$ cat src/rtl/lsf_pkg.sv
// ----------------------------------------------------------------------------
// lsf_pkg
// Shared types, widths, codes and helpers of the least-squares line fit unit.
// ----------------------------------------------------------------------------
package lsf_pkg;

  localparam int MAX_POINTS = 1024;
  localparam int CNT_W      = $clog2(MAX_POINTS + 1);

  localparam int SX_W  = 27;
  localparam int SXX_W = 42;
  localparam int CO_W  = 48;

  localparam int Q_DEPTH = 4;
  localparam int Q_AW    = $clog2(Q_DEPTH);

  // iterative divider widths
  localparam int DVD_W = 80;
  localparam int DSR_W = 52;
  localparam int DCNT_W = $clog2(DVD_W + 1);

  localparam logic [1:0] ACT_ADD  = 2'd0;
  localparam logic [1:0] ACT_FIT  = 2'd1;
  localparam logic [1:0] ACT_PRED = 2'd2;
  localparam logic [1:0] ACT_NONE = 2'd3;

  localparam logic [1:0] ST_OK      = 2'd0;
  localparam logic [1:0] ST_NO_PTS  = 2'd1;
  localparam logic [1:0] ST_X_EQUAL = 2'd2;
  localparam logic [1:0] ST_DROPPED = 2'd3;

  localparam logic signed [CO_W-1:0] SAT_MAX = {1'b0, {(CO_W-1){1'b1}}};
  localparam logic signed [CO_W-1:0] SAT_MIN = {1'b1, {(CO_W-1){1'b0}}};

  typedef struct packed {
    logic [1:0]         action;
    logic signed [15:0] x_value;
    logic signed [15:0] y_value;
  } in_item_t;

  typedef struct packed {
    logic [1:0]             status;
    logic signed [CO_W-1:0] slope;
    logic signed [CO_W-1:0] intercept;
    logic signed [CO_W-1:0] prediction;
  } out_item_t;

  // saturate a sign and magnitude quotient to the coefficient range
  function automatic logic signed [CO_W-1:0] sat_mag(input logic neg,
                                                     input logic [CO_W-1:0] mag,
                                                     input logic ovf);
    logic big;
    big = ovf | mag[CO_W-1];
    if (neg) begin
      sat_mag = big ? SAT_MIN : $signed(-mag);
    end else begin
      sat_mag = big ? SAT_MAX : $signed(mag);
    end
  endfunction

endpackage

$ cat src/rtl/lsf_queue.sv
// ----------------------------------------------------------------------------
// lsf_queue
// Small register FIFO of decoded words between the front and the engine.
// ----------------------------------------------------------------------------
module lsf_queue (
  input  logic              clk,
  input  logic              rst_n,
  input  logic              push,
  input  lsf_pkg::in_item_t wdata,
  output logic              ready,
  input  logic              pop,
  output logic              valid,
  output lsf_pkg::in_item_t rdata
);

  lsf_pkg::in_item_t          mem_r [lsf_pkg::Q_DEPTH];
  logic [lsf_pkg::Q_AW-1:0]   wr_r, rd_r;
  logic [lsf_pkg::Q_AW:0]     cnt_r, cnt_nxt;
  logic                       do_push, do_pop;

  assign valid   = (cnt_r != '0);
  assign ready   = (cnt_r != (lsf_pkg::Q_AW+1)'(lsf_pkg::Q_DEPTH));
  assign rdata   = mem_r[rd_r];
  assign do_push = push && ready;
  assign do_pop  = pop && valid;

  always_comb begin
    cnt_nxt = cnt_r;
    if (do_push && !do_pop) begin
      cnt_nxt = cnt_r + 1'b1;
    end else if (do_pop && !do_push) begin
      cnt_nxt = cnt_r - 1'b1;
    end
  end

  always_ff @(posedge clk) begin
    if (!rst_n) begin
      wr_r  <= '0;
      rd_r  <= '0;
      cnt_r <= '0;
    end else begin
      cnt_r <= cnt_nxt;
      if (do_push) begin
        wr_r <= wr_r + 1'b1;
      end
      if (do_pop) begin
        rd_r <= rd_r + 1'b1;
      end
    end
  end

  always_ff @(posedge clk) begin
    if (do_push) begin
      mem_r[wr_r] <= wdata;
    end
  end

endmodule

$ cat config.mk
export PLATFORM = sky130hd
export DESIGN_NAME = lsf_queue
export DESIGN_NICKNAME = d
export VERILOG_FILES = /design/src/rtl/lsf_pkg.sv /design/src/rtl/lsf_queue.sv
export SDC_FILE = /design/constraint.sdc
export NUM_CORES = 1
export LEC_CHECK = 0
export BUFFER_PORTS_ARGS = -buffer_cell sky130_fd_sc_hd__buf_4
export CORE_UTILIZATION = 45
export DETAILED_ROUTE_END_ITERATION = 6
export PLACE_DENSITY = 0.73
export SLEW_MARGIN = 20
export SYNTH_ARGS = -nofsm -noshare
export SYNTH_HDL_FRONTEND = slang
export SYNTH_SLANG_ARGS = --single-unit
$ cat constraint.sdc
create_clock -name clk -period 2.6 [get_ports clk]
set_clock_uncertainty 0.2 [all_clocks]
set_input_delay 0.13 -clock clk [delete_from_list [all_inputs] [get_ports clk]]
set_output_delay 0.13 -clock clk [all_outputs]
set_load 0.05 [all_outputs]
==> results.sh <==
export IMPL_first_pass_iters=7
export IMPL_tightestPinTransition_ns=0.563
export IMPL_setup_worst_path_start="cnt_r[0]$_SDFFE_PN0P_"
export IMPL_final_nets=400
export IMPL_power_internal_uw=5400
export IMPL_pin_count_of_the_biggest_net_entering_global_routing=26
export IMPL_netlist_area_mm2=0.00545
export IMPL_p_comb_frac=0.319
export IMPL_power_static_leakage_uw=0.00252
export IMPL_first_pass_grt_wire_length_mm=15.0
export IMPL_synth_warning_count=0
export IMPL_crit_path_max_incr_delay_ns=0.51
export IMPL_antenna_cells_inserted=0
export IMPL_clock_sinks=145
export IMPL_power_density_mw_per_mm2=1100
export IMPL_crit_reg2reg_capture="cnt_r[2]$_SDFFE_PN0P_"
export IMPL_power_frac_seq=0.373
export IMPL_period_share=0.918
export IMPL_initial_core_util=0.469
export IMPL_core_region_area_mm2=0.0116
export IMPL_finish_instance_area_mm2=0.00722
export IMPL_insertion_delay_ns=0.41
export IMPL_max_slew_margin=0.625
export IMPL_clockRootBuffer="clkbuf_16"
export IMPL_cp_start_kind="flop"
export IMPL_viasPerCell=5.13
export IMPL_first_global_vias=2896
export IMPL_rows=39
export IMPL_dieArea_mm2=0.0126
export IMPL_timing_reg2reg_worst_path_depth=8
export IMPL_placed_cells_incl_taps=444
export IMPL_grt_overflow_total=0
export IMPL_postSynthCellCount=226
export IMPL_rsz0062_at_grt="false"
export IMPL_postSynthRegisterBits=145
export IMPL_drv_max_cap_violation_count=0
export IMPL_number_of_buffers_on_the_longest_clock_path=2
export IMPL_finalCriticalPeriod_ns=2.39
export IMPL_portbufs=73
export IMPL_clk_transition_reported_paths_ns=0.06
export IMPL_post_cts_resize_count=0
export IMPL_final_cells=512
export IMPL_layout_drive_gt1_share=0.401
export IMPL_fin_setup_tns_ns=0
export IMPL_cp_arrival_ns=2.52
export IMPL_filler_cell_count=808
export IMPL_timing_critical_path_required_ns=2.73
export IMPL_syn_to_final_growth_pct=32.5
export IMPL_switching_share=0.321
export IMPL_wl_per_cell_um=18.8
export IMPL_r2r_slack_ns=0.21
export IMPL_drt_antenna_violating_nets=0
export IMPL_place_worst_setup_slack_ns=0.212
export IMPL_crit_fanout=6
export IMPL_detail_route_wirelength_mm=9.60
export IMPL_rr_startpoint="cnt_r[0]$_SDFFE_PN0P_"
export IMPL_initialDrtViolationCount=136
export IMPL_antenna_found_initial=0
export IMPL_synth_seq_area_share=0.782
export IMPL_share_of_power_burned_in_the_clock_network=0.308
export IMPL_p_switching_uw=2550
export IMPL_crit_path_end_kind="flop"
export IMPL_path_cells="nor2_1 > a21boi_2 > ha_1 > inv_1 > fa_1 > xor2_1 > or3_1 > a21boi_0"
export IMPL_vias=2625
export IMPL_drc_violations=5
export IMPL_grt_usage=0.166
export IMPL_die_height_um=112
export IMPL_syn_area_per_cell_um2=24.1
export IMPL_cts_made_buffers=17
export IMPL_most_common_library_cell_in_the_layout_ignoring_fill_and_taps="edfxtp_1"
export IMPL_clock_tree_htree_level_count=4
export IMPL_maxSlewViolCount=0
export IMPL_crit_type="reg2reg"
export IMPL_fmaxAchievable_mhz=419
export IMPL_yosysUniqueCellTypes=24
export IMPL_run_status="finished with violations"
export IMPL_die_width_um=112
export IMPL_timing_critical_path_slowest_stage_cell="dfxtp_1"
export IMPL_violations="design-rule violations"
export IMPL_cts_tree="built"
export IMPL_hold_violations=0
export IMPL_dpl_instance_area_mm2=0.00626
export IMPL_finalWeightedCongestion=0.738
export IMPL_dp_hpwl_mm=5.72
export IMPL_layout_cells_most_common_list="edfxtp_1, buf_4, dlygate4sd3_1"
export IMPL_worstHoldPathType="in2reg"
export IMPL_critical_path_endpoint="cnt_r[2]$_SDFFE_PN0P_"
export IMPL_worst_case_setup_margin_in_the_final_layout_ns=0.213
export IMPL_vdd_ir_drop_worst_mv=0.683
export IMPL_io_pin_count=74
export IMPL_mappedNetlistNets=270
export IMPL_setup_violations_final=0
==> how the worst min path moves through the flow <==
stage | start | to | slack (ns) | depth (start not counted)
finish | push | wr_r[0]$_SDFFE_PN0P_ | 0.05 | 4
global route | push | wr_r[0]$_SDFFE_PN0P_ | 0.08 | 4
CTS | push | wr_r[0]$_SDFFE_PN0P_ | 0.04 | 4
detailed placement | wdata[32] | mem_r[1][32]$_DFFE_PP_ | 0.13 | 1
global placement | wdata[30] | mem_r[1][30]$_DFFE_PP_ | 0.13 | 1
floorplan | wdata[0] | mem_r[0][0]$_DFFE_PP_ | 0.03 | 0
==> timing repair <==
| action | in CTS | in global routing |
|---|---|---|
| hold buffers | 36 | 0 |
| setup buffers | 0 | 0 |
| endpoints found under the hold margin | 145 | 0 |
==> synthesized netlist by cell type <==
cell	n	area, µm²
xor2_1	1	8.76
buf_6	1	11.3
mux4_2	30	676
clkbuf_1	2	7.51
edfxtp_1	136	4080
o21ai_0	1	5.00
o31ai_4	1	21.3
mux4_1	4	105
nand2_1	5	18.8
o311ai_2	1	16.3
buf_12	3	60.1
ha_1	5	62.6
dfxtp_1	9	180
buf_2	3	15.0
and2_1	8	50.1
nor2_1	1	3.75
mux2i_1	3	30.0
or3_1	2	12.5
nor2b_1	1	6.26
xnor2_1	3	26.3
a21boi_0	1	7.51
fa_1	1	20.0
inv_1	3	11.3
a21boi_2	1	11.3
==> final cells by class <==
class                      instances  area, µm²  area share
clock buffer                      20        437      0.0605
clock inverter                    12        165      0.0229
inverter                           3       11.3     0.00156
multi-input combinational         69       1090       0.150
sequential                       145       4270       0.591
tap                              143        179      0.0248
timing repair buffer             120       1080       0.149
==> critical path, delay by kind of cell, from the launching register on <==
family                     cells  cell delay [ns]
xor gates and xnor gates       1             0.16
adders and majority gates      2             0.59
and+or+nand+nor                2             0.43
DFF                            1             0.51
buffers and inverters          1             0.07
AOI/OAI and AO/OA              2             0.34
==> sequential cells by signal, summed over array words and instances, names as in the netlist, named ones only <==
signal and count:
cnt_r 3, mem_r 136, rd_r 2, wr_r 2
==> logic make-up (layout without fill, tap and decap cells) <==
kind of cell,count (synthesis),count (layout),share of synthesized area
buf+inv,12,155,0.0193
flops,145,145,0.782
simple gates,17,17,0.0168
compound gates,5,5,0.0112
mux,37,37,0.149
xor+xnor,4,4,0.00643
fa+ha+maj,6,6,0.0152
==> metal layers <==
layer / part of all wire / vias to the layer above / global-route usage
li1: - / 1203 / -
met1: 0.41 / 1334 / 0.197
met2: 0.52 / 76 / 0.279
met3: 0.050 / 12 / 0.0513
met4: 0.016 / 0 / 0.0756
met5: 0 / - / 0
==> power groups by stage <==
stage                     clock [µW]  sequential, µW  combinational [µW]
after floorplan                    0            2960                1910
after CTS                       2490            2970                2570
after global placement             0            2990                2500
final                           2450            2960                2530
after detailed placement           0            3010                2520
after global routing            2570            2990                2660
==> per-stage QoR <==
stage | utilization | total power, µW | hold WS [ns]
floorplan | - | 4870 | 0.0289
global placement | 0.539 | 5490 | 0.130
detailed placement | 0.539 | 5530 | 0.133
CTS | 0.622 | 8030 | 0.0424
global route | 0.622 | 8220 | 0.0842
finish | 0.622 | 7950 | 0.0462
Note: power is estimated with default switching activity, not from simulation.
