File: src/rtl/lsf_pkg.sv
// ----------------------------------------------------------------------------
// lsf_pkg
// Shared types, widths, codes and helpers of the least-squares line fit unit.
// ----------------------------------------------------------------------------
package lsf_pkg;

  localparam int MAX_POINTS = 1024;
  localparam int CNT_W      = $clog2(MAX_POINTS + 1);

  localparam int SX_W  = 27;
  localparam int SXX_W = 42;
  localparam int CO_W  = 48;

  localparam int Q_DEPTH = 4;
  localparam int Q_AW    = $clog2(Q_DEPTH);

  // iterative divider widths
  localparam int DVD_W = 80;
  localparam int DSR_W = 52;
  localparam int DCNT_W = $clog2(DVD_W + 1);

  localparam logic [1:0] ACT_ADD  = 2'd0;
  localparam logic [1:0] ACT_FIT  = 2'd1;
  localparam logic [1:0] ACT_PRED = 2'd2;
  localparam logic [1:0] ACT_NONE = 2'd3;

  localparam logic [1:0] ST_OK      = 2'd0;
  localparam logic [1:0] ST_NO_PTS  = 2'd1;
  localparam logic [1:0] ST_X_EQUAL = 2'd2;
  localparam logic [1:0] ST_DROPPED = 2'd3;

  localparam logic signed [CO_W-1:0] SAT_MAX = {1'b0, {(CO_W-1){1'b1}}};
  localparam logic signed [CO_W-1:0] SAT_MIN = {1'b1, {(CO_W-1){1'b0}}};

  typedef struct packed {
    logic [1:0]         action;
    logic signed [15:0] x_value;
    logic signed [15:0] y_value;
  } in_item_t;

  typedef struct packed {
    logic [1:0]             status;
    logic signed [CO_W-1:0] slope;
    logic signed [CO_W-1:0] intercept;
    logic signed [CO_W-1:0] prediction;
  } out_item_t;

  // saturate a sign and magnitude quotient to the coefficient range
  function automatic logic signed [CO_W-1:0] sat_mag(input logic neg,
                                                     input logic [CO_W-1:0] mag,
                                                     input logic ovf);
    logic big;
    big = ovf | mag[CO_W-1];
    if (neg) begin
      sat_mag = big ? SAT_MIN : $signed(-mag);
    end else begin
      sat_mag = big ? SAT_MAX : $signed(mag);
    end
  endfunction

endpackage

File: src/rtl/lsf_front.sv
// ----------------------------------------------------------------------------
// lsf_front
// Input stage: registers accepted words, drops unknown actions, feeds queue.
// ----------------------------------------------------------------------------
module lsf_front (
  input  logic              clk,
  input  logic              rst_n,
  input  logic              in_valid,
  output logic              in_ready,
  input  lsf_pkg::in_item_t in_data,
  output logic              q_push,
  output lsf_pkg::in_item_t q_wdata,
  input  logic              q_ready
);

  logic              hv_r, hv_nxt;
  lsf_pkg::in_item_t hd_r;
  logic              accept;

  assign q_push   = hv_r && q_ready;
  assign in_ready = !hv_r || q_ready;
  assign accept   = in_valid && in_ready;
  assign q_wdata  = hd_r;

  always_comb begin
    if (accept) begin
      hv_nxt = (in_data.action != lsf_pkg::ACT_NONE);
    end else if (q_push) begin
      hv_nxt = 1'b0;
    end else begin
      hv_nxt = hv_r;
    end
  end

  always_ff @(posedge clk) begin
    if (!rst_n) begin
      hv_r <= 1'b0;
    end else begin
      hv_r <= hv_nxt;
    end
  end

  always_ff @(posedge clk) begin
    if (accept) begin
      hd_r <= in_data;
    end
  end

endmodule

File: config.mk
export PLATFORM = sky130hd
export DESIGN_NAME = lsf_front
export DESIGN_NICKNAME = d
export VERILOG_FILES = /design/src/rtl/lsf_pkg.sv /design/src/rtl/lsf_front.sv
export SDC_FILE = /design/constraint.sdc
export NUM_CORES = 1
export LEC_CHECK = 0
export ABC_AREA = 1
export BUFFER_PORTS_ARGS = -buffer_cell sky130_fd_sc_hd__buf_2
export CORE_MARGIN = 2
export CORE_UTILIZATION = 34
export CTS_CLUSTER_DIAMETER = 30
export CTS_CLUSTER_SIZE = 30
export DETAILED_ROUTE_END_ITERATION = 16
export GPL_ROUTABILITY_DRIVEN = 0
export GPL_TIMING_DRIVEN = 0
export PLACE_DENSITY = 0.8
export SLEW_MARGIN = 20
export SYNTH_ARGS = -nofsm -noshare
export SYNTH_HDL_FRONTEND = slang
export SYNTH_SLANG_ARGS = --single-unit
File: constraint.sdc
create_clock -name clk -period 8.7 [get_ports clk]
set_input_delay 0.87 -clock clk [delete_from_list [all_inputs] [get_ports clk]]
set_output_delay 0.87 -clock clk [all_outputs]
set_load 0.05 [all_outputs]
==> results of run 1 <==
[cells in the final DEF (no fill, tap or decap)]
cell type	netlist	layout
sky130_fd_sc_hd__clkbuf_1	0	2
sky130_fd_sc_hd__a21boi_4	0	1
sky130_fd_sc_hd__buf_16	0	1
sky130_fd_sc_hd__buf_2	0	73
sky130_fd_sc_hd__edfxtp_1	34	34
sky130_fd_sc_hd__nand2_2	1	1
sky130_fd_sc_hd__clkinv_2	0	1
sky130_fd_sc_hd__inv_1	3	3
sky130_fd_sc_hd__clkbuf_4	0	5
sky130_fd_sc_hd__a21oi_2	1	1
sky130_fd_sc_hd__nand2_1	3	3
sky130_fd_sc_hd__dfxtp_1	1	1
[worst min-delay path by stage]
stage                           start           endpoint  slack, ps  cells after the start
floorplan           hv_r$_SDFFE_PN0P_  hv_r$_SDFFE_PN0P_        670                      2
global placement    hv_r$_SDFFE_PN0P_  hv_r$_SDFFE_PN0P_        470                      2
detailed placement  hv_r$_SDFFE_PN0P_  hv_r$_SDFFE_PN0P_        540                      2
CTS                 hv_r$_SDFFE_PN0P_  hv_r$_SDFFE_PN0P_        560                      2
global route        hv_r$_SDFFE_PN0P_  hv_r$_SDFFE_PN0P_        580                      2
finish              hv_r$_SDFFE_PN0P_  hv_r$_SDFFE_PN0P_        550                      2
[registers in the layout, indices dropped and copies added (netlist names)]
register,count
q_wdata,34
hv_r,1
[power by group]
part / switching (uW) / leakage (uW) / internal, uW
Clock: 47.9 / 0.0000293 / 31.5
Combinational: 44.6 / 0.000338 / 14.7
Sequential: 2.49 / 0.000338 / 197
Total: 95.0 / 0.000705 / 243
[per-stage QoR]
stage / std cells / setup WS, ps
finish: 170 / 6450
global route: 170 / 6420
CTS: 170 / 6440
detailed placement: 162 / 6450
global placement: 161 / 3920
floorplan: 44 / 4810
[critical path: cells and delay by family]
family / cells / cell delay [ps]
buffers and inverters: 3 / 430
AND/OR/NAND/NOR: 1 / 80
[layout make-up]
cell class              instances  area (um2)
repair buffers                 74         393
fillers                       289        1460
multi-input cells               6        45.0
clock inverters                 1        5.00
clock buffers                   7        45.0
inverters                       3        11.3
flip-flops and latches         35        1040
well taps                      44        55.1
[metal layers]
metal	wire, um	share of wire [%]	up-vias	global-route usage (%)
met5	0	0	-	0
met3	276	13	0	7.04
met1	643	31	309	10.4
met4	0	0	0	7.45
li1	-	-	329	-
met2	1170	56	46	22.4
[kinds of logic (layout without fill, tap and decap cells)]
logic type,count (synthesis),count (layout),synth area share (%)
AND/OR/NAND/NOR,4,4,1.61
buffers and inverters,3,85,1.04
AO/OA/AOI/OAI,2,2,1.50
flip-flops,35,35,95.9
==> results.py, run 1 <==
metrics = {
    "status": {
        "outcome": "finished clean",
    },
    "worst_setup_path": {
        "rr_endpoint": "q_wdata[11]$_DFFE_PP_",
        "r2r_path_start": "hv_r$_SDFFE_PN0P_",
        "ff2ff_setup_slack_ps": 7270,
        "endpoint_kind": "primary output",
        "cp_common_cell": "sky130_fd_sc_hd__buf_2",
        "critPathMaxStageDelay_ps": 220,
        "critPathArrivalTime_ps": 1380,
        "worstSetupPathType": "in2out",
        "cp_slowest_cell": "sky130_fd_sc_hd__buf_2",
        "cp-endpoint": "in_ready",
        "path_cells": "buf_2, inv_1, nand2_2, buf_2",
        "startpoint_types": "input port",
        "cp.required_ps": 7830,
        "startpoint": "q_ready",
        "critical_path_peak_fanout": 2,
        "worstRegToRegCells": 2,
    },
    "die": {
        "start_util_pct": 35.6,
        "die_y_um": 60.5,
        "num_rows": 20,
        "top_level_ports": 74,
        "die_w_um": 60.5,
        "fp.dieArea_mm2": 0.00366,
        "core-area_mm2": 0.00305,
    },
    "finish": {
        "num_antenna_cells": 0,
        "syn2layout_area_growth_pct": 46.9,
        "fin_area_mm2": 0.00160,
        "postLayoutCoreUtil_pct": 52.3,
        "fin_nets": 163,
        "post_route_cells_drive_above_1_share_pct": 65.9,
    },
    "timing": {
        "hold-worst-slack_ps": 553,
        "grt_setup_unrepaired": "no",
        "hold_viol_final": 0,
        "final.min_clock_period_ps": 2250,
        "final-max-slew-violation-count": 0,
        "slew_at_the_pin_closest_to_its_max_slew_limit_ps": 623,
        "slew-limit-headroom_pct": 58.4,
        "finClkSkew_ps": 7.28,
        "min_period_over_period_pct": 25.9,
        "timing.final.setup_violations": 0,
        "totalNegativeSetupSlack_ps": 0,
        "achievable-frequency_ghz": 0.444,
    },
    "clock_network": {
        "clk_path_buf_depth": 2,
        "cts.repair_timing.setup_buffer_count": 0,
        "cts_max_level": 2,
        "worstSkewPairLatency_ps": 320,
        "tritoncts": "done",
        "cts_num_sinks": 35,
        "resized_gates_after_cts": 0,
        "cts.hold.buffers_added": 0,
        "cts-buffers-inserted": 5,
        "root_buffer": "sky130_fd_sc_hd__clkbuf_4",
        "clk_pin_slew_worst_paths_ps": 100,
    },
    "global_route": {
        "grt_pass1_vias": 703,
        "grt_antenna_before_repair": 0,
        "first_pass_grt_wire_length_um": 3040,
        "grt_start_max_net_pins": 19,
        "grtUsageTotal_pct": 12.4,
        "gr-total-overflow": 0,
    },
    "synth": {
        "synth_top_area_share_pct": 94.0,
        "yosys.cell_types.count": 7,
        "synth_ff_type": "sky130_fd_sc_hd__edfxtp_1",
        "cell_types_occupying_the_most_area_after_synthesis": "sky130_fd_sc_hd__edfxtp_1 (94%), sky130_fd_sc_hd__dfxtp_1 (1.8%), sky130_fd_sc_hd__inv_1 (1.0%)",
        "count_leader_synth": "sky130_fd_sc_hd__edfxtp_1",
        "synth_largest_area_cell": "sky130_fd_sc_hd__edfxtp_1",
        "post_synthesis_async_set_or_reset_flop_share_pct": 0,
        "mappedNetlistArea_mm2": 0.00109,
        "synth_enable_flop_cells": 34,
        "synth-warning-count": 0,
        "syn_area_per_cell_um2": 24.7,
        "mappedNetlistNets": 82,
        "yosys-top-cells-count": "sky130_fd_sc_hd__edfxtp_1 (34), sky130_fd_sc_hd__inv_1 (3), sky130_fd_sc_hd__nand2_1 (3)",
        "synthesis.instances": 44,
        "postSynthRegisterBits": 35,
        "sequential_area_share_after_synthesis_pct": 95.9,
    },
    "power": {
        "max-vdd-ir-drop_mv": 0.102,
        "cellPowerDensity_mw_per_mm2": 212,
        "power.static_leakage_uw": 0.000705,
        "fin_total_pwr_uw": 338,
    },
    "route": {
        "detail_route.wirelength_um": 2090,
        "via_count": 684,
        "post_detailed_route_via_to_cell_ratio": 4.02,
        "first_pass_iters": 4,
        "route.antenna.remaining_nets": 0,
        "drc": 0,
        "route.detailed.wl_per_inst_um": 12.3,
        "drtIter0Drc": 12,
    },
    "place": {
        "port-buffer-count": 73,
        "hpwl_reported_at_the_end_of_detailed_placement_um": 1680,
        "place_area_mm2": 0.00155,
    },
    "flow_run": {
        "max_cap_violations": 0,
    },
    "hold_path": {
        "hold_crit_path_type": "reg2reg",
    },
}
(Power assumes the default switching activity.)
==> run 2, diff against run 1 <==
PLACE_DENSITY = 0.82   (was 0.8)
clock period = 1.87 ns   (was 8.7 ns; I/O delays follow)
==> results.py, run 2 (same netlist as run 1, synthesis figures left out) <==
metrics = {
    "status": {
        "outcome": "finished clean",
    },
    "global_route": {
        "grt_pass1_vias": 734,
        "grtUsageTotal_pct": 12.2,
        "grt_most_used_layer": "met2",
        "grt_start_max_net_pins": 21,
        "use_met3_pct": 5.54,
        "first_pass_grt_wire_length_um": 3090,
        "use_met2_pct": 22.4,
        "grt_antenna_before_repair": 0,
        "gr-total-overflow": 0,
        "grt_use_met1_pct": 11.6,
    },
    "worst_setup_path": {
        "endpoint_kind": "flip-flop",
        "cp.required_ps": 1900,
        "cp_slowest_cell": "sky130_fd_sc_hd__a21boi_4",
        "startpoint_types": "flip-flop",
        "critPathArrivalTime_ps": 1420,
        "critical_path_peak_fanout": 20,
        "worstSetupPathType": "reg2reg",
        "path_cells": "a21boi_4, buf_16",
        "critical_path.top_delay_family": "compound AO/OA/AOI/OAI gates",
        "critPathMaxStageDelay_ps": 500,
        "crit_buf_inv": 1,
    },
    "clock_network": {
        "clk_pin_slew_worst_paths_ps": 100,
        "cts_max_level": 2,
        "resized_gates_after_cts": 0,
        "tritoncts": "done",
        "cts.hold.buffers_added": 0,
        "worstSkewPairLatency_ps": 310,
        "cts-buffers-inserted": 5,
        "cts_num_sinks": 35,
        "cts.repair_timing.setup_buffer_count": 0,
        "clk_path_buf_depth": 2,
        "root_buffer": "sky130_fd_sc_hd__clkbuf_4",
    },
    "timing": {
        "min_period_over_period_pct": 74.4,
        "grt_setup_unrepaired": "no",
        "hold_viol_final": 0,
        "final-max-slew-violation-count": 0,
        "slew_at_the_pin_closest_to_its_max_slew_limit_ps": 563,
        "hold-worst-slack_ps": 39.3,
        "slew-limit-headroom_pct": 62.4,
        "totalNegativeSetupSlack_ps": 0,
        "timing.final.setup_violations": 0,
        "achievable-frequency_ghz": 0.719,
        "finClkSkew_ps": 4.77,
        "final.min_clock_period_ps": 1390,
    },
    "finish": {
        "fin_nets": 163,
        "fillCellCount": 292,
        "leading_cell_type_in_the_layout_fill_and_taps_excluded": "sky130_fd_sc_hd__buf_2",
        "final_cell_count_no_fill": 170,
        "multiInputGateArea_um2": 45.0,
        "largest_register_ff_count": 34,
        "most-common-layout-cells": "sky130_fd_sc_hd__buf_2 (73), sky130_fd_sc_hd__edfxtp_1 (34), sky130_fd_sc_hd__clkbuf_4 (5)",
        "postLayoutCoreUtil_pct": 52.3,
        "num_antenna_cells": 0,
        "post_route_cells_drive_above_1_share_pct": 65.9,
        "seq_area_mm2": 0.00104,
        "syn2layout_area_growth_pct": 46.9,
    },
    "power": {
        "power.static_leakage_uw": 0.000705,
        "max-vdd-ir-drop_mv": 0.486,
        "cellPowerDensity_mw_per_mm2": 984,
    },
    "route": {
        "drtIter0Drc": 16,
        "route.antenna.remaining_nets": 0,
        "detail_route.wirelength_um": 2110,
        "post_detailed_route_via_to_cell_ratio": 4.03,
        "route.detailed.wl_per_inst_um": 12.4,
        "drc": 0,
        "via_count": 685,
        "first_pass_iters": 3,
    },
    "die": {
        "die_w_um": 60.5,
        "num_rows": 20,
        "die_y_um": 60.5,
        "core-area_mm2": 0.00305,
        "top_level_ports": 74,
        "fp.dieArea_mm2": 0.00366,
        "start_util_pct": 35.6,
    },
    "place": {
        "placedCellCount": 162,
        "port-buffer-count": 73,
        "hpwl_reported_at_the_end_of_detailed_placement_um": 1660,
    },
    "flow_run": {
        "max_cap_violations": 0,
    },
    "hold_path": {
        "hold_crit_path_type": "in2reg",
    },
}
==> run 2: cell counts in the layout (fill, tap and decap cells not counted) <==
No cell type changed its count.
==> run 2: path summary, 6_finish.rpt <==
kind         slack [ps]              start                     to  cells past startpoint
max reg2reg         480  hv_r$_SDFFE_PN0P_  q_wdata[11]$_DFFE_PP_                      2
max                 480  hv_r$_SDFFE_PN0P_  q_wdata[11]$_DFFE_PP_                      2
min                  40        in_data[21]  q_wdata[21]$_DFFE_PP_                      1
min reg2reg         560  hv_r$_SDFFE_PN0P_      hv_r$_SDFFE_PN0P_                      2
==> run 2: final cells by class <==
type / instances / share of cell area [%]
flip-flops and latches: 35 / 65.3
repair buffers: 74 / 24.6
well taps: 44 / 3.45
multi-input cells: 6 / 2.82
clock buffers: 7 / 2.82
inverters: 3 / 0.706
clock inverters: 1 / 0.314
==> run 2: power by group <==
part	internal, uW	switching (uW)
sequential	914	11.6
combinational	68.2	209
clock	147	220
total	1130	441
==> run 2: metrics by stage <==
stage | setup slack (ps) | power [uW] | cell area [um2]
finish | 479 | 1570 | 1600
detailed placement | 454 | 1230 | 1550
global route | 383 | 1640 | 1600
CTS | 444 | 1600 | 1600
floorplan | 176 | 1130 | 1090
global placement | -185 | 1210 | 1510
==> run 2: routing by layer <==
layer  up-vias  part of all wire, %
li1        328                    -
met1       309                   34
met2        46                   54
met3         2                   12
met4         0                 0.38
met5         -                    0
==> run 3, diff against run 2 <==
PLACE_DENSITY = 0.8   (was 0.82)
clock period = 1.4 ns   (was 1.87 ns; I/O delays follow)
==> results.py, run 3 (same netlist as run 1, synthesis figures left out) <==
metrics = {
    "status": {
        "outcome": "finished clean",
    },
    "finish": {
        "num_antenna_cells": 0,
        "largest_register_ff_count": 34,
        "seq_area_mm2": 0.00104,
        "final_cell_count_no_fill": 204,
        "fin_area_mm2": 0.00195,
        "fillCellCount": 242,
        "fin_nets": 197,
        "most-common-layout-cells": "sky130_fd_sc_hd__buf_2 (73), sky130_fd_sc_hd__dlygate4sd3_1 (34), sky130_fd_sc_hd__edfxtp_1 (34)",
        "multiInputGateArea_um2": 63.8,
        "post_route_cells_drive_above_1_share_pct": 53.1,
        "leading_cell_type_in_the_layout_fill_and_taps_excluded": "sky130_fd_sc_hd__buf_2",
        "syn2layout_area_growth_pct": 79.3,
    },
    "worst_setup_path": {
        "critPathArrivalTime_ps": 1140,
        "critical_path_peak_fanout": 4,
        "worstRegToRegCells": 1,
        "endpoint_kind": "primary output",
        "cp.required_ps": 1260,
        "worstSetupPathType": "reg2out",
        "startpoint_types": "flip-flop",
    },
    "route": {
        "route.antenna.remaining_nets": 0,
        "route.detailed.wl_per_inst_um": 13.3,
        "top_signal_layer_used": "met4",
        "wl_met3_um": 245,
        "drtIter0Drc": 14,
        "via_count": 847,
        "post_detailed_route_via_to_cell_ratio": 4.15,
        "detail_route.wirelength_um": 2710,
        "met2WireLength_um": 1590,
        "drc": 0,
        "detail_route.wirelength.met1_um": 848,
        "first_pass_iters": 4,
    },
    "clock_network": {
        "cts-buffers-inserted": 5,
        "tritoncts": "done",
        "cts_max_level": 2,
        "clk_pin_slew_worst_paths_ps": 100,
        "worstSkewPairLatency_ps": 330,
        "cts.repair_timing.setup_buffer_count": 0,
        "clk_path_buf_depth": 2,
        "cts_num_sinks": 35,
        "root_buffer": "sky130_fd_sc_hd__clkbuf_4",
    },
    "timing": {
        "finClkSkew_ps": 6.70,
        "slew-limit-headroom_pct": 61.5,
        "totalNegativeSetupSlack_ps": 0,
        "worst_slack_ps": 115,
        "achievable-frequency_ghz": 0.778,
        "slew_at_the_pin_closest_to_its_max_slew_limit_ps": 576,
        "hold_viol_final": 0,
        "min_period_over_period_pct": 91.8,
        "hold-worst-slack_ps": 13.7,
        "final-max-slew-violation-count": 0,
        "grt_setup_unrepaired": "no",
        "timing.final.setup_violations": 0,
        "final.min_clock_period_ps": 1280,
    },
    "power": {
        "power.static_leakage_uw": 0.000853,
        "power.share.clock_pct": 26.6,
        "cellPowerDensity_mw_per_mm2": 1180,
        "psw_uw": 626,
        "power_switching_share_pct": 27.3,
        "max-vdd-ir-drop_mv": 0.637,
        "cellInternalPower_uw": 1660,
        "proportion_of_power_drawn_by_combinational_gates_pct": 19.3,
        "seqPwrFrac_pct": 54.2,
    },
    "global_route": {
        "grt_pass1_vias": 929,
        "first_pass_grt_wire_length_um": 3990,
        "grt_antenna_before_repair": 0,
        "gr-total-overflow": 0,
        "grt_start_max_net_pins": 18,
        "grtUsageTotal_pct": 16.1,
    },
    "die": {
        "fp.dieArea_mm2": 0.00366,
        "num_rows": 20,
        "start_util_pct": 35.6,
        "core-area_mm2": 0.00305,
        "top_level_ports": 74,
        "die_y_um": 60.5,
        "die_w_um": 60.5,
    },
    "place": {
        "port-buffer-count": 73,
        "place_area_mm2": 0.00152,
        "pre_cts_slack_ps": -193,
        "placedCellCount": 161,
        "hpwl_reported_at_the_end_of_detailed_placement_um": 1550,
    },
    "flow_run": {
        "max_cap_violations": 0,
    },
    "hold_path": {
        "hold_crit_path_type": "in2reg",
        "worstHoldPathCells": 3,
    },
}
run 3: cell types whose count changed in the layout (fill, tap and decap cells not counted), sizes merged:
cell | previous run | this run
dlygate4sd3 | 0 | 34
clkinv | 1 | 0
buf | 74 | 73
a21boi | 1 | 2
clkbuf | 7 | 8
run 3: area by class of cell:
| cell class | count | area share (%) |
|---|---|---|
| clock buffer | 8 | 3.53 |
| inverter | 3 | 0.578 |
| multi-input combinational | 7 | 3.28 |
| sequential | 35 | 53.5 |
| tap | 44 | 2.83 |
| timing repair buffer | 107 | 36.2 |
run 3: timing repair:
action,in CTS,in global routing
setup endpoints to repair,34,0
resized for setup,2,0
hold endpoints to repair,34,0
hold buffers,34,0
run 3: path summary, 6_finish.rpt:
kind,to,slack [ps],startpoint
max,q_push,120,hv_r$_SDFFE_PN0P_
min,hv_r$_SDFFE_PN0P_,10,rst_n
max reg2reg,q_wdata[7]$_DFFE_PP_,150,hv_r$_SDFFE_PN0P_
min reg2reg,hv_r$_SDFFE_PN0P_,550,hv_r$_SDFFE_PN0P_
run 3: worst max-delay path, cell delays in order (launching register included):
cell,delay [ps]
sky130_fd_sc_hd__dfxtp_2,430
sky130_fd_sc_hd__nand2_1,80
sky130_fd_sc_hd__inv_1,50
sky130_fd_sc_hd__buf_2,250
run 3: power by group through the flow:
stage / clock, uW / sequential [uW] / combinational [uW]
floorplan: 0 / 1470 / 38.1
global placement: 0 / 1260 / 354
detailed placement: 0 / 1260 / 361
CTS: 621 / 1240 / 440
global route: 670 / 1250 / 463
finish: 608 / 1240 / 441
run 3: metrics by stage:
| step | total power (uW) | utilization [%] |
|---|---|---|
| 5_1_grt | 2380 | 63.8 |
| 2_1_floorplan | 1510 | - |
| 6_report | 2290 | 63.8 |
| 3_5_place_dp | 1620 | 49.7 |
| 4_1_cts | 2300 | 63.8 |
| 3_3_place_gp | 1610 | 49.7 |
run 3: per-layer routing:
| metal | vias to the layer above | GRT usage [%] |
|---|---|---|
| met5 | - | 0 |
| met4 | 0 | 5.59 |
| met3 | 5 | 7.68 |
| met2 | 47 | 32.8 |
| met1 | 398 | 12.8 |
| li1 | 397 | - |
